### src/design/dlsd_pkg.sv
// ----------------------------------------------------------------------------
// dlsd_pkg
// shared constants, control codes and types for the dual lane stream digest
// ----------------------------------------------------------------------------
package dlsd_pkg;

	// hash constants
	localparam logic [63:0] OFFSET_ONE = 64'hCBF29CE484222325;
	localparam logic [63:0] OFFSET_TWO = 64'h9E3779B97F4A7C15;
	localparam logic [63:0] FNV_PRIME  = 64'h00000100000001B3;
	localparam logic [63:0] GOLDEN     = 64'h9E3779B97F4A7C15;
	localparam logic [63:0] FMIX_K1    = 64'hFF51AFD7ED558CCD;
	localparam logic [63:0] FMIX_K2    = 64'hC4CEB9FE1A85EC53;
	localparam logic [63:0] LEN_TWEAK  = 64'h00000005DEECE66D;

	// accumulator operations
	localparam logic [1:0] ACC_HOLD = 2'd0;
	localparam logic [1:0] ACC_LOAD = 2'd1;
	localparam logic [1:0] ACC_ADD  = 2'd2;

	// accumulator operand sources
	localparam logic [1:0] SRC_EXT     = 2'd0;
	localparam logic [1:0] SRC_PROD    = 2'd1;
	localparam logic [1:0] SRC_PROD_HI = 2'd2;

	// partial product selects
	localparam logic [1:0] PART_NONE = 2'd0;
	localparam logic [1:0] PART_LL   = 2'd1;
	localparam logic [1:0] PART_HL   = 2'd2;
	localparam logic [1:0] PART_LH   = 2'd3;

	// multiplier constant selects
	localparam logic [1:0] BSEL_PRIME = 2'd0;
	localparam logic [1:0] BSEL_K1    = 2'd1;
	localparam logic [1:0] BSEL_K2    = 2'd2;

	typedef struct packed {
		logic [1:0] acc_op;
		logic [1:0] src;
		logic [1:0] part;
		logic [1:0] bsel;
	} mac_ctl_t;

	function automatic logic [63:0] mul_const(input logic [1:0] bsel);
		logic [63:0] k;
		unique case (bsel)
			BSEL_PRIME: k = FNV_PRIME;
			BSEL_K1:    k = FMIX_K1;
			BSEL_K2:    k = FMIX_K2;
			default:    k = FNV_PRIME;
		endcase
		return k;
	endfunction

endpackage

### src/design/dlsd_mac.sv
// ----------------------------------------------------------------------------
// dlsd_mac
// shared 32x32 multiplier with a 64-bit add/accumulate register
// ----------------------------------------------------------------------------
module dlsd_mac (
	input  logic                clk,
	input  dlsd_pkg::mac_ctl_t  ctl,
	input  logic [63:0]         mul_a,
	input  logic [63:0]         ext,
	output logic [63:0]         acc
);

	logic [63:0] b_const;
	logic [31:0] op_x;
	logic [31:0] op_y;
	logic [63:0] prod_q;
	logic [63:0] acc_q;
	logic [63:0] operand;

	assign b_const = dlsd_pkg::mul_const(ctl.bsel);

	// partial product operand select
	always_comb begin
		unique case (ctl.part)
			dlsd_pkg::PART_HL: begin
				op_x = mul_a[63:32];
				op_y = b_const[31:0];
			end
			dlsd_pkg::PART_LH: begin
				op_x = mul_a[31:0];
				op_y = b_const[63:32];
			end
			default: begin
				op_x = mul_a[31:0];
				op_y = b_const[31:0];
			end
		endcase
	end

	// accumulator operand select
	always_comb begin
		unique case (ctl.src)
			dlsd_pkg::SRC_PROD:    operand = prod_q;
			dlsd_pkg::SRC_PROD_HI: operand = {prod_q[31:0], 32'd0};
			default:               operand = ext;
		endcase
	end

	// product register
	always_ff @(posedge clk) begin
		if (ctl.part != dlsd_pkg::PART_NONE) begin
			prod_q <= op_x * op_y;
		end
	end

	// accumulator
	always_ff @(posedge clk) begin
		unique case (ctl.acc_op)
			dlsd_pkg::ACC_LOAD: acc_q <= operand;
			dlsd_pkg::ACC_ADD:  acc_q <= acc_q + operand;
			default:            acc_q <= acc_q;
		endcase
	end

	assign acc = acc_q;

endmodule

### src/design/dual_lane_stream_digest.sv
// ----------------------------------------------------------------------------
// dual_lane_stream_digest
// two-lane fnv-1a byte hash with seed combine and fmix64 finish, 128-bit out
// ----------------------------------------------------------------------------
// channel   | dir | beat contents
// s_axis    | in  | tdata: data_byte, left_a, left_b; tuser: has_byte, chain_mode; tlast
// m_axis    | out | tdata: digest_a, digest_b
//
// one shared 32x32 multiply/accumulate unit does every product and add;
// a 64-bit multiply is built on it from 32x32 partial products
// byte beat: lane a then lane b are absorbed, one after the other, before ready
// end of message: seed combine and fmix64 for lane a then lane b, chain mode a second
// pass, then the digest goes to the output register; it waits there while m_axis stalls
// reset puts both lanes and the count at their start values, no clearing pass
// ----------------------------------------------------------------------------
module dual_lane_stream_digest (
	input  logic          clk,
	input  logic          arst_n,
	input  logic          s_axis_tvalid,
	output logic          s_axis_tready,
	input  logic [135:0]  s_axis_tdata,   // data_byte[7:0], left_a[71:8], left_b[135:72]
	input  logic [1:0]    s_axis_tuser,   // has_byte[0], chain_mode[1]
	input  logic          s_axis_tlast,
	output logic          m_axis_tvalid,
	input  logic          m_axis_tready,
	output logic [127:0]  m_axis_tdata    // digest_a[63:0], digest_b[127:64]
);

	localparam logic [3:0] ST_IDLE   = 4'd0;
	localparam logic [3:0] ST_ABS_LD = 4'd1;
	localparam logic [3:0] ST_ABS_WB = 4'd2;
	localparam logic [3:0] ST_MUL    = 4'd3;
	localparam logic [3:0] ST_MX_PRE = 4'd4;
	localparam logic [3:0] ST_MX_K1  = 4'd5;
	localparam logic [3:0] ST_MX_K2  = 4'd6;
	localparam logic [3:0] ST_MX_END = 4'd7;
	localparam logic [3:0] ST_OUT    = 4'd8;

	logic [3:0]  state_q;
	logic [3:0]  ret_q;
	logic [1:0]  sub_q;
	logic        lane_sel_q;
	logic        pass_q;
	logic [1:0]  bsel_q;
	logic [63:0] lane1_q;
	logic [63:0] lane2_q;
	logic [63:0] cnt_q;
	logic [63:0] work_q;
	logic [63:0] da_q;
	logic [63:0] db_q;
	logic [7:0]  byte_q;
	logic        last_q;
	logic        chain_q;
	logic [63:0] left_a_q;
	logic [63:0] left_b_q;
	logic [63:0] out_a_q;
	logic [63:0] out_b_q;
	logic        out_valid_q;

	logic               accept;
	logic               out_load;
	logic [63:0]        seed;
	logic [63:0]        value;
	logic [63:0]        ext;
	logic [63:0]        acc;
	logic [63:0]        lane_cur;
	logic [63:0]        h_pre;
	logic [63:0]        mix_out;
	dlsd_pkg::mac_ctl_t ctl;

	assign s_axis_tready = (state_q == ST_IDLE);
	assign accept        = s_axis_tvalid && s_axis_tready;
	assign out_load      = (state_q == ST_OUT) && (!out_valid_q || m_axis_tready);

	// operands of the current mix step
	always_comb begin
		unique case ({pass_q, lane_sel_q})
			2'b00: begin
				seed  = lane1_q;
				value = cnt_q;
			end
			2'b01: begin
				seed  = lane2_q;
				value = cnt_q ^ dlsd_pkg::LEN_TWEAK;
			end
			2'b10: begin
				seed  = left_a_q;
				value = da_q;
			end
			default: begin
				seed  = left_b_q;
				value = db_q;
			end
		endcase
	end

	// seed combine addend for each pre-add step
	always_comb begin
		unique case (sub_q)
			2'd0:    ext = value;
			2'd1:    ext = dlsd_pkg::GOLDEN;
			2'd2:    ext = {seed[57:0], 6'd0};
			default: ext = {2'd0, seed[63:2]};
		endcase
	end

	assign lane_cur = lane_sel_q ? lane2_q : lane1_q;
	assign h_pre    = seed ^ acc;
	assign mix_out  = acc ^ {33'd0, acc[63:33]};

	// shared unit control
	always_comb begin
		ctl.acc_op = dlsd_pkg::ACC_HOLD;
		ctl.src    = dlsd_pkg::SRC_EXT;
		ctl.part   = dlsd_pkg::PART_NONE;
		ctl.bsel   = bsel_q;
		if (state_q == ST_MUL) begin
			unique case (sub_q)
				2'd0: ctl.part = dlsd_pkg::PART_LL;
				2'd1: begin
					ctl.acc_op = dlsd_pkg::ACC_LOAD;
					ctl.src    = dlsd_pkg::SRC_PROD;
					ctl.part   = dlsd_pkg::PART_HL;
				end
				2'd2: begin
					ctl.acc_op = dlsd_pkg::ACC_ADD;
					ctl.src    = dlsd_pkg::SRC_PROD_HI;
					ctl.part   = dlsd_pkg::PART_LH;
				end
				default: begin
					ctl.acc_op = dlsd_pkg::ACC_ADD;
					ctl.src    = dlsd_pkg::SRC_PROD_HI;
				end
			endcase
		end else if (state_q == ST_MX_PRE) begin
			ctl.acc_op = (sub_q == 2'd0) ? dlsd_pkg::ACC_LOAD : dlsd_pkg::ACC_ADD;
		end
	end

	dlsd_mac u_mac (
		.clk   (clk),
		.ctl   (ctl),
		.mul_a (work_q),
		.ext   (ext),
		.acc   (acc)
	);

	// sequencer and hash state
	always_ff @(posedge clk or negedge arst_n) begin
		if (!arst_n) begin
			state_q    <= ST_IDLE;
			ret_q      <= ST_IDLE;
			sub_q      <= 2'd0;
			lane_sel_q <= 1'b0;
			pass_q     <= 1'b0;
			bsel_q     <= dlsd_pkg::BSEL_PRIME;
			lane1_q    <= dlsd_pkg::OFFSET_ONE;
			lane2_q    <= dlsd_pkg::OFFSET_TWO;
			cnt_q      <= 64'd0;
		end else begin
			unique case (state_q)
				ST_IDLE: begin
					lane_sel_q <= 1'b0;
					pass_q     <= 1'b0;
					sub_q      <= 2'd0;
					if (accept) begin
						if (s_axis_tuser[0]) begin
							state_q <= ST_ABS_LD;
						end else if (s_axis_tlast) begin
							state_q <= ST_MX_PRE;
						end
					end
				end
				ST_ABS_LD: begin
					bsel_q  <= dlsd_pkg::BSEL_PRIME;
					ret_q   <= ST_ABS_WB;
					sub_q   <= 2'd0;
					state_q <= ST_MUL;
				end
				ST_MUL: begin
					sub_q <= sub_q + 2'd1;
					if (sub_q == 2'd3) begin
						state_q <= ret_q;
					end
				end
				ST_ABS_WB: begin
					if (!lane_sel_q) begin
						lane1_q    <= acc;
						lane_sel_q <= 1'b1;
						state_q    <= ST_ABS_LD;
					end else begin
						lane2_q    <= {acc[56:0], acc[63:57]};
						cnt_q      <= cnt_q + 64'd1;
						lane_sel_q <= 1'b0;
						pass_q     <= 1'b0;
						sub_q      <= 2'd0;
						state_q    <= last_q ? ST_MX_PRE : ST_IDLE;
					end
				end
				ST_MX_PRE: begin
					sub_q <= sub_q + 2'd1;
					if (sub_q == 2'd3) begin
						state_q <= ST_MX_K1;
					end
				end
				ST_MX_K1: begin
					bsel_q  <= dlsd_pkg::BSEL_K1;
					ret_q   <= ST_MX_K2;
					sub_q   <= 2'd0;
					state_q <= ST_MUL;
				end
				ST_MX_K2: begin
					bsel_q  <= dlsd_pkg::BSEL_K2;
					ret_q   <= ST_MX_END;
					sub_q   <= 2'd0;
					state_q <= ST_MUL;
				end
				ST_MX_END: begin
					sub_q <= 2'd0;
					if (!lane_sel_q) begin
						lane_sel_q <= 1'b1;
						state_q    <= ST_MX_PRE;
					end else begin
						lane_sel_q <= 1'b0;
						if (!pass_q && chain_q) begin
							pass_q  <= 1'b1;
							state_q <= ST_MX_PRE;
						end else begin
							state_q <= ST_OUT;
						end
					end
				end
				ST_OUT: begin
					if (out_load) begin
						lane1_q <= dlsd_pkg::OFFSET_ONE;
						lane2_q <= dlsd_pkg::OFFSET_TWO;
						cnt_q   <= 64'd0;
						pass_q  <= 1'b0;
						state_q <= ST_IDLE;
					end
				end
				default: state_q <= ST_IDLE;
			endcase
		end
	end

	// item capture and working values
	always_ff @(posedge clk) begin
		if (accept) begin
			byte_q   <= s_axis_tdata[7:0];
			left_a_q <= s_axis_tdata[71:8];
			left_b_q <= s_axis_tdata[135:72];
			last_q   <= s_axis_tlast;
			chain_q  <= s_axis_tuser[1];
		end
		if (state_q == ST_ABS_LD) begin
			work_q <= lane_cur ^ {56'd0, byte_q};
		end else if (state_q == ST_MX_K1) begin
			work_q <= h_pre ^ {33'd0, h_pre[63:33]};
		end else if (state_q == ST_MX_K2) begin
			work_q <= mix_out;
		end
		if (state_q == ST_MX_END) begin
			if (lane_sel_q) begin
				db_q <= mix_out;
			end else begin
				da_q <= mix_out;
			end
		end
	end

	// output register
	always_ff @(posedge clk) begin
		if (out_load) begin
			out_a_q <= da_q;
			out_b_q <= db_q;
		end
	end

	always_ff @(posedge clk or negedge arst_n) begin
		if (!arst_n) begin
			out_valid_q <= 1'b0;
		end else if (out_load) begin
			out_valid_q <= 1'b1;
		end else if (m_axis_tready) begin
			out_valid_q <= 1'b0;
		end
	end

	assign m_axis_tvalid = out_valid_q;
	assign m_axis_tdata  = {out_b_q, out_a_q};

endmodule

### config.mk
export PLATFORM = sky130hd
export DESIGN_NAME = dual_lane_stream_digest
export DESIGN_NICKNAME = d
export VERILOG_FILES = /design/src/design/dlsd_pkg.sv /design/src/design/dlsd_mac.sv /design/src/design/dual_lane_stream_digest.sv
export SDC_FILE = /design/constraint.sdc
export NUM_CORES = 2
export LEC_CHECK = 0
export ABC_AREA = 0
export BUFFER_PORTS_ARGS = -buffer_cell sky130_fd_sc_hd__buf_4
export CAP_MARGIN = 20
export CORE_MARGIN = 3
export CORE_UTILIZATION = 55
export CTS_CLUSTER_DIAMETER = 40
export DETAILED_ROUTE_END_ITERATION = 10
export GPL_TIMING_DRIVEN = 0
export PLACE_DENSITY = 0.81
export SLEW_MARGIN = 40
export SYNTH_ARGS = -nofsm -noshare
export SYNTH_HDL_FRONTEND = slang
export SYNTH_SLANG_ARGS = --single-unit
### constraint.sdc
create_clock -name clk -period 9.43 [get_ports clk]
set_clock_uncertainty 0.15 [all_clocks]
set_input_delay 0.943 -clock clk [delete_from_list [all_inputs] [get_ports clk]]
set_output_delay 0.943 -clock clk [all_outputs]
set_load 0.01 [all_outputs]
==> results.yml <==
critical_path:
  crit_arrival_ns: 10.01
  path_common_cell: "fa_1"
  worstPathMaxFanout: 8
  max_stage_delay_ns: 0.62
  critPathLaunchType: "flip-flop"
  crit_type: "flip-flop to flip-flop"
  worst_setup_path_end_kind: "flip-flop"
  cp_slowest_cell: "fa_1"
  crit_required_ns: 9.76
sta:
  timing.final.crit_period_ns: 9.687
  final-hold-violation-count: 0
  maxSlewHeadroom: 0.2580
  report.final.slew_viol_count: 0
  setup_viol: 11
  setup_ws_ns: -0.2573
  max_slew.worst_pin.slew_ns: 1.109
  fmax_ghz: 0.1032
  fin_crit_sh: 1.027
  rsz0062_at_grt: "true"
drt:
  viasPerCell: 6.603
  vias: 59090
  first_pass_iters: 7
  ant_nets: 0
  route.detailed.drc: 0
  wire_per_inst_um: 35.50
  drtIter0Drc: 9210
  wl_mm: 317.7
synth:
  synth_area_um2: 70060
  postSynthCellCount: 6721
  synth_seq_cells: 791
  synth_top_area_frac: 0.2512
  syn-num-nets: 8080
  yosysUniqueCellTypes: 88
  synth-main-ff-cell: "edfxtp_1"
  yosys-top-cells-area: "edfxtp_1 25%, fa_1 23%, ha_1 7.3%, inv_1 5.7%, dfrtp_1 5.0%"
  synth_mux_area_frac: 0.05140
  synth_top_cell_by_area: "edfxtp_1"
  synthTopCellsByCount: "1,070 x inv_1, 810 x fa_1, 586 x edfxtp_1"
  synthAdderAreaFrac: 0.3041
  yosysWarnings: 0
  syn-mean-instance-area_um2: 10.42
  ys_async_sr_fraction: 0.2592
  synth_top_family_by_area: "adder cells"
  synth_compound_area_frac: 0.1039
  yosys.area_share.simple: 0.09215
  ys_seq_area_frac: 0.3256
  synth.most_common_cell: "inv_1"
  synth_edf_count: 586
  synthXorXnorAreaFrac: 0.04738
outcome:
  violations: "negative setup slack"
  status: "finished, violations left"
grt:
  grt_max_degree: 70
  grt.total_usage: 0.4783
  grt_overflow: 0
  grt_pass1_wl_mm: 437.2
  first_global_vias: 57520
  antenna_found_initial: 23
floorplanning:
  core_um2: 126100
  dieArea_um2: 131700
  die_y_um: 362.9
  initial_core_util: 0.5558
  rows: 130
  chipWidth_um: 362.9
  boundaryPins: 273
placed_design:
  place_congestion: 1.103
  post-dp-hpwl_mm: 259.4
  port_buffers: 272
clock_tree:
  cts_tree: "done"
  cts_buffers: 97
  clock_latency_ns: 0.74
  h-tree-depth: 3
  path_clk_slew_ns: 0.07
  cts_root_buf: "clkbuf_16"
  clock_sinks: 791
  cts_buffer_depth: 3
min_path:
  hold_class: "input port to flip-flop"
finish:
  fin_util: 0.6444
  synthToLayoutAreaGrowth_pct: 15.96
  final_layout_size_suffix_gt1_frac: 0.1603
  fin_nets: 8570
job:
  maxCapViolCount: 0
## layout by cell type (no fill, tap or decap), types with 29 or more instances in the layout
cell type / n
mux2i_1: 232
a21o_1: 96
mux2i_4: 32
mux2i_2: 29
o21bai_1: 29
nand4_1: 51
nor2_2: 39
xnor2_1: 190
fa_1: 776
a22o_1: 94
a21oi_1: 375
nor2_1: 495
and3_1: 37
dfstp_2: 66
mux2_2: 44
edfxtp_1: 586
buf_2: 47
nor2_4: 29
and2_1: 44
nand2_1: 512
inv_1: 1051
fa_2: 34
o21ai_0: 152
a221oi_1: 70
clkbuf_2: 38
clkbuf_16: 101
buf_4: 364
clkbuf_1: 156
ha_1: 384
o22a_1: 63
nand2b_1: 47
dfrtp_1: 136
xor2_1: 182
nand3_1: 78
## stage by stage
| step | setup TNS (ns) | cell area [µm²] | hold slack (ns) | std cells | setup slack [ns] |
|---|---|---|---|---|---|
| 3_3_place_gp | -113.32 | 74170 | 0.2792 | 8643 | -3.265 |
| 2_1_floorplan | 0 | 70060 | 0.2757 | 6721 | 0.06234 |
| 6_report | -1.178 | 81240 | 0.2277 | 8949 | -0.2573 |
| 3_5_place_dp | -97.30 | 75240 | 0.2837 | 8676 | -2.896 |
| 5_1_grt | -1.255 | 81220 | 0.2229 | 8944 | -0.2391 |
| 4_1_cts | 0 | 80330 | 0.2164 | 8902 | 0.001545 |
## kinds of logic (layout without fill, tap and decap cells)
group | count (synthesis) | count (layout)
adders and majority gates | 1217 | 1217
buffers and inverters | 1398 | 1970
and+or+nand+nor | 1475 | 1475
xor gates and xnor gates | 379 | 379
AOI/OAI and AO/OA | 1109 | 1109
muxes | 352 | 352
other | 0 | 6
DFF | 791 | 791
## per-layer routing
| metal | part of all wire | global-route usage | wire length (µm) | vias up |
|---|---|---|---|---|
| li1 | - | - | - | 23320 |
| met3 | 0.17 | 0.2311 | 55470 | 991 |
| met1 | 0.38 | 0.6592 | 119400 | 29590 |
| met2 | 0.39 | 0.6396 | 124300 | 5162 |
| met5 | 0.0018 | 0.006899 | 583 | - |
| met4 | 0.057 | 0.2015 | 17970 | 26 |
## critical path, delay by kind of cell (launching register included)
family	cells	cell delay (ns)
and+or+nand+nor	4	0.69
AOI/OAI and AO/OA	7	1.59
buffers and inverters	11	1.49
adders and majority gates	10	4.82
DFF	1	0.41
muxes	1	0.23
## path summary, 6_finish.rpt
path	to	slack, ns	from	cells past startpoint
max	u_mac.prod_q[63]$_DFFE_PP_	-0.26	sub_q[1]$_DFFE_PN0P_	33
min	left_b_q[34]$_DFFE_PP_	0.23	s_axis_tdata[106]	1
max reg2reg	u_mac.prod_q[63]$_DFFE_PP_	-0.26	sub_q[1]$_DFFE_PN0P_	33
min reg2reg	out_a_q[9]$_DFFE_PP_	0.30	da_q[9]$_DFFE_PP_	0
max in group asynchronous	lane2_q[26]$_DFFE_PN1P_	7.89	arst_n	3
min in group asynchronous	cnt_q[54]$_DFFE_PN0P_	0.50	arst_n	2
## sequential cells by signal (all words and copies together) (netlist names), 2 cells and up
register,count
byte_q,8
cnt_q,64
da_q,64
db_q,64
lane1_q,64
lane2_q,64
left_a_q,64
left_b_q,64
out_a_q,64
out_b_q,64
ret_q,3
state_q,4
sub_q,2
u_mac.acc,64
u_mac.prod_q,64
work_q,64
## layout make-up
type	count	area [µm²]
diodes	6	15.01
plain buffers	300	1615
clock buffers	108	2541
clock inverters	73	827.0
fillers	9945	44820
inverters	1072	4051
multi-input cells	4532	43610
flip-flops and latches	791	22810
well taps	1650	2064
repair buffers	417	3702
## repair_timing
item / in CTS / in global routing
cloned: 1 / 1
buffers inserted: 66 / 34
hold endpoints to repair: 15 / 0
hold buffers: 1 / 0
pin swaps: 38 / 59
endpoints found under the setup margin: 50 / 32
resized for setup: 330 / 152
Power is left out: the tool's default activity adds up to more than one toggle a clock period on the data nets, which glitch-free logic cannot reach.
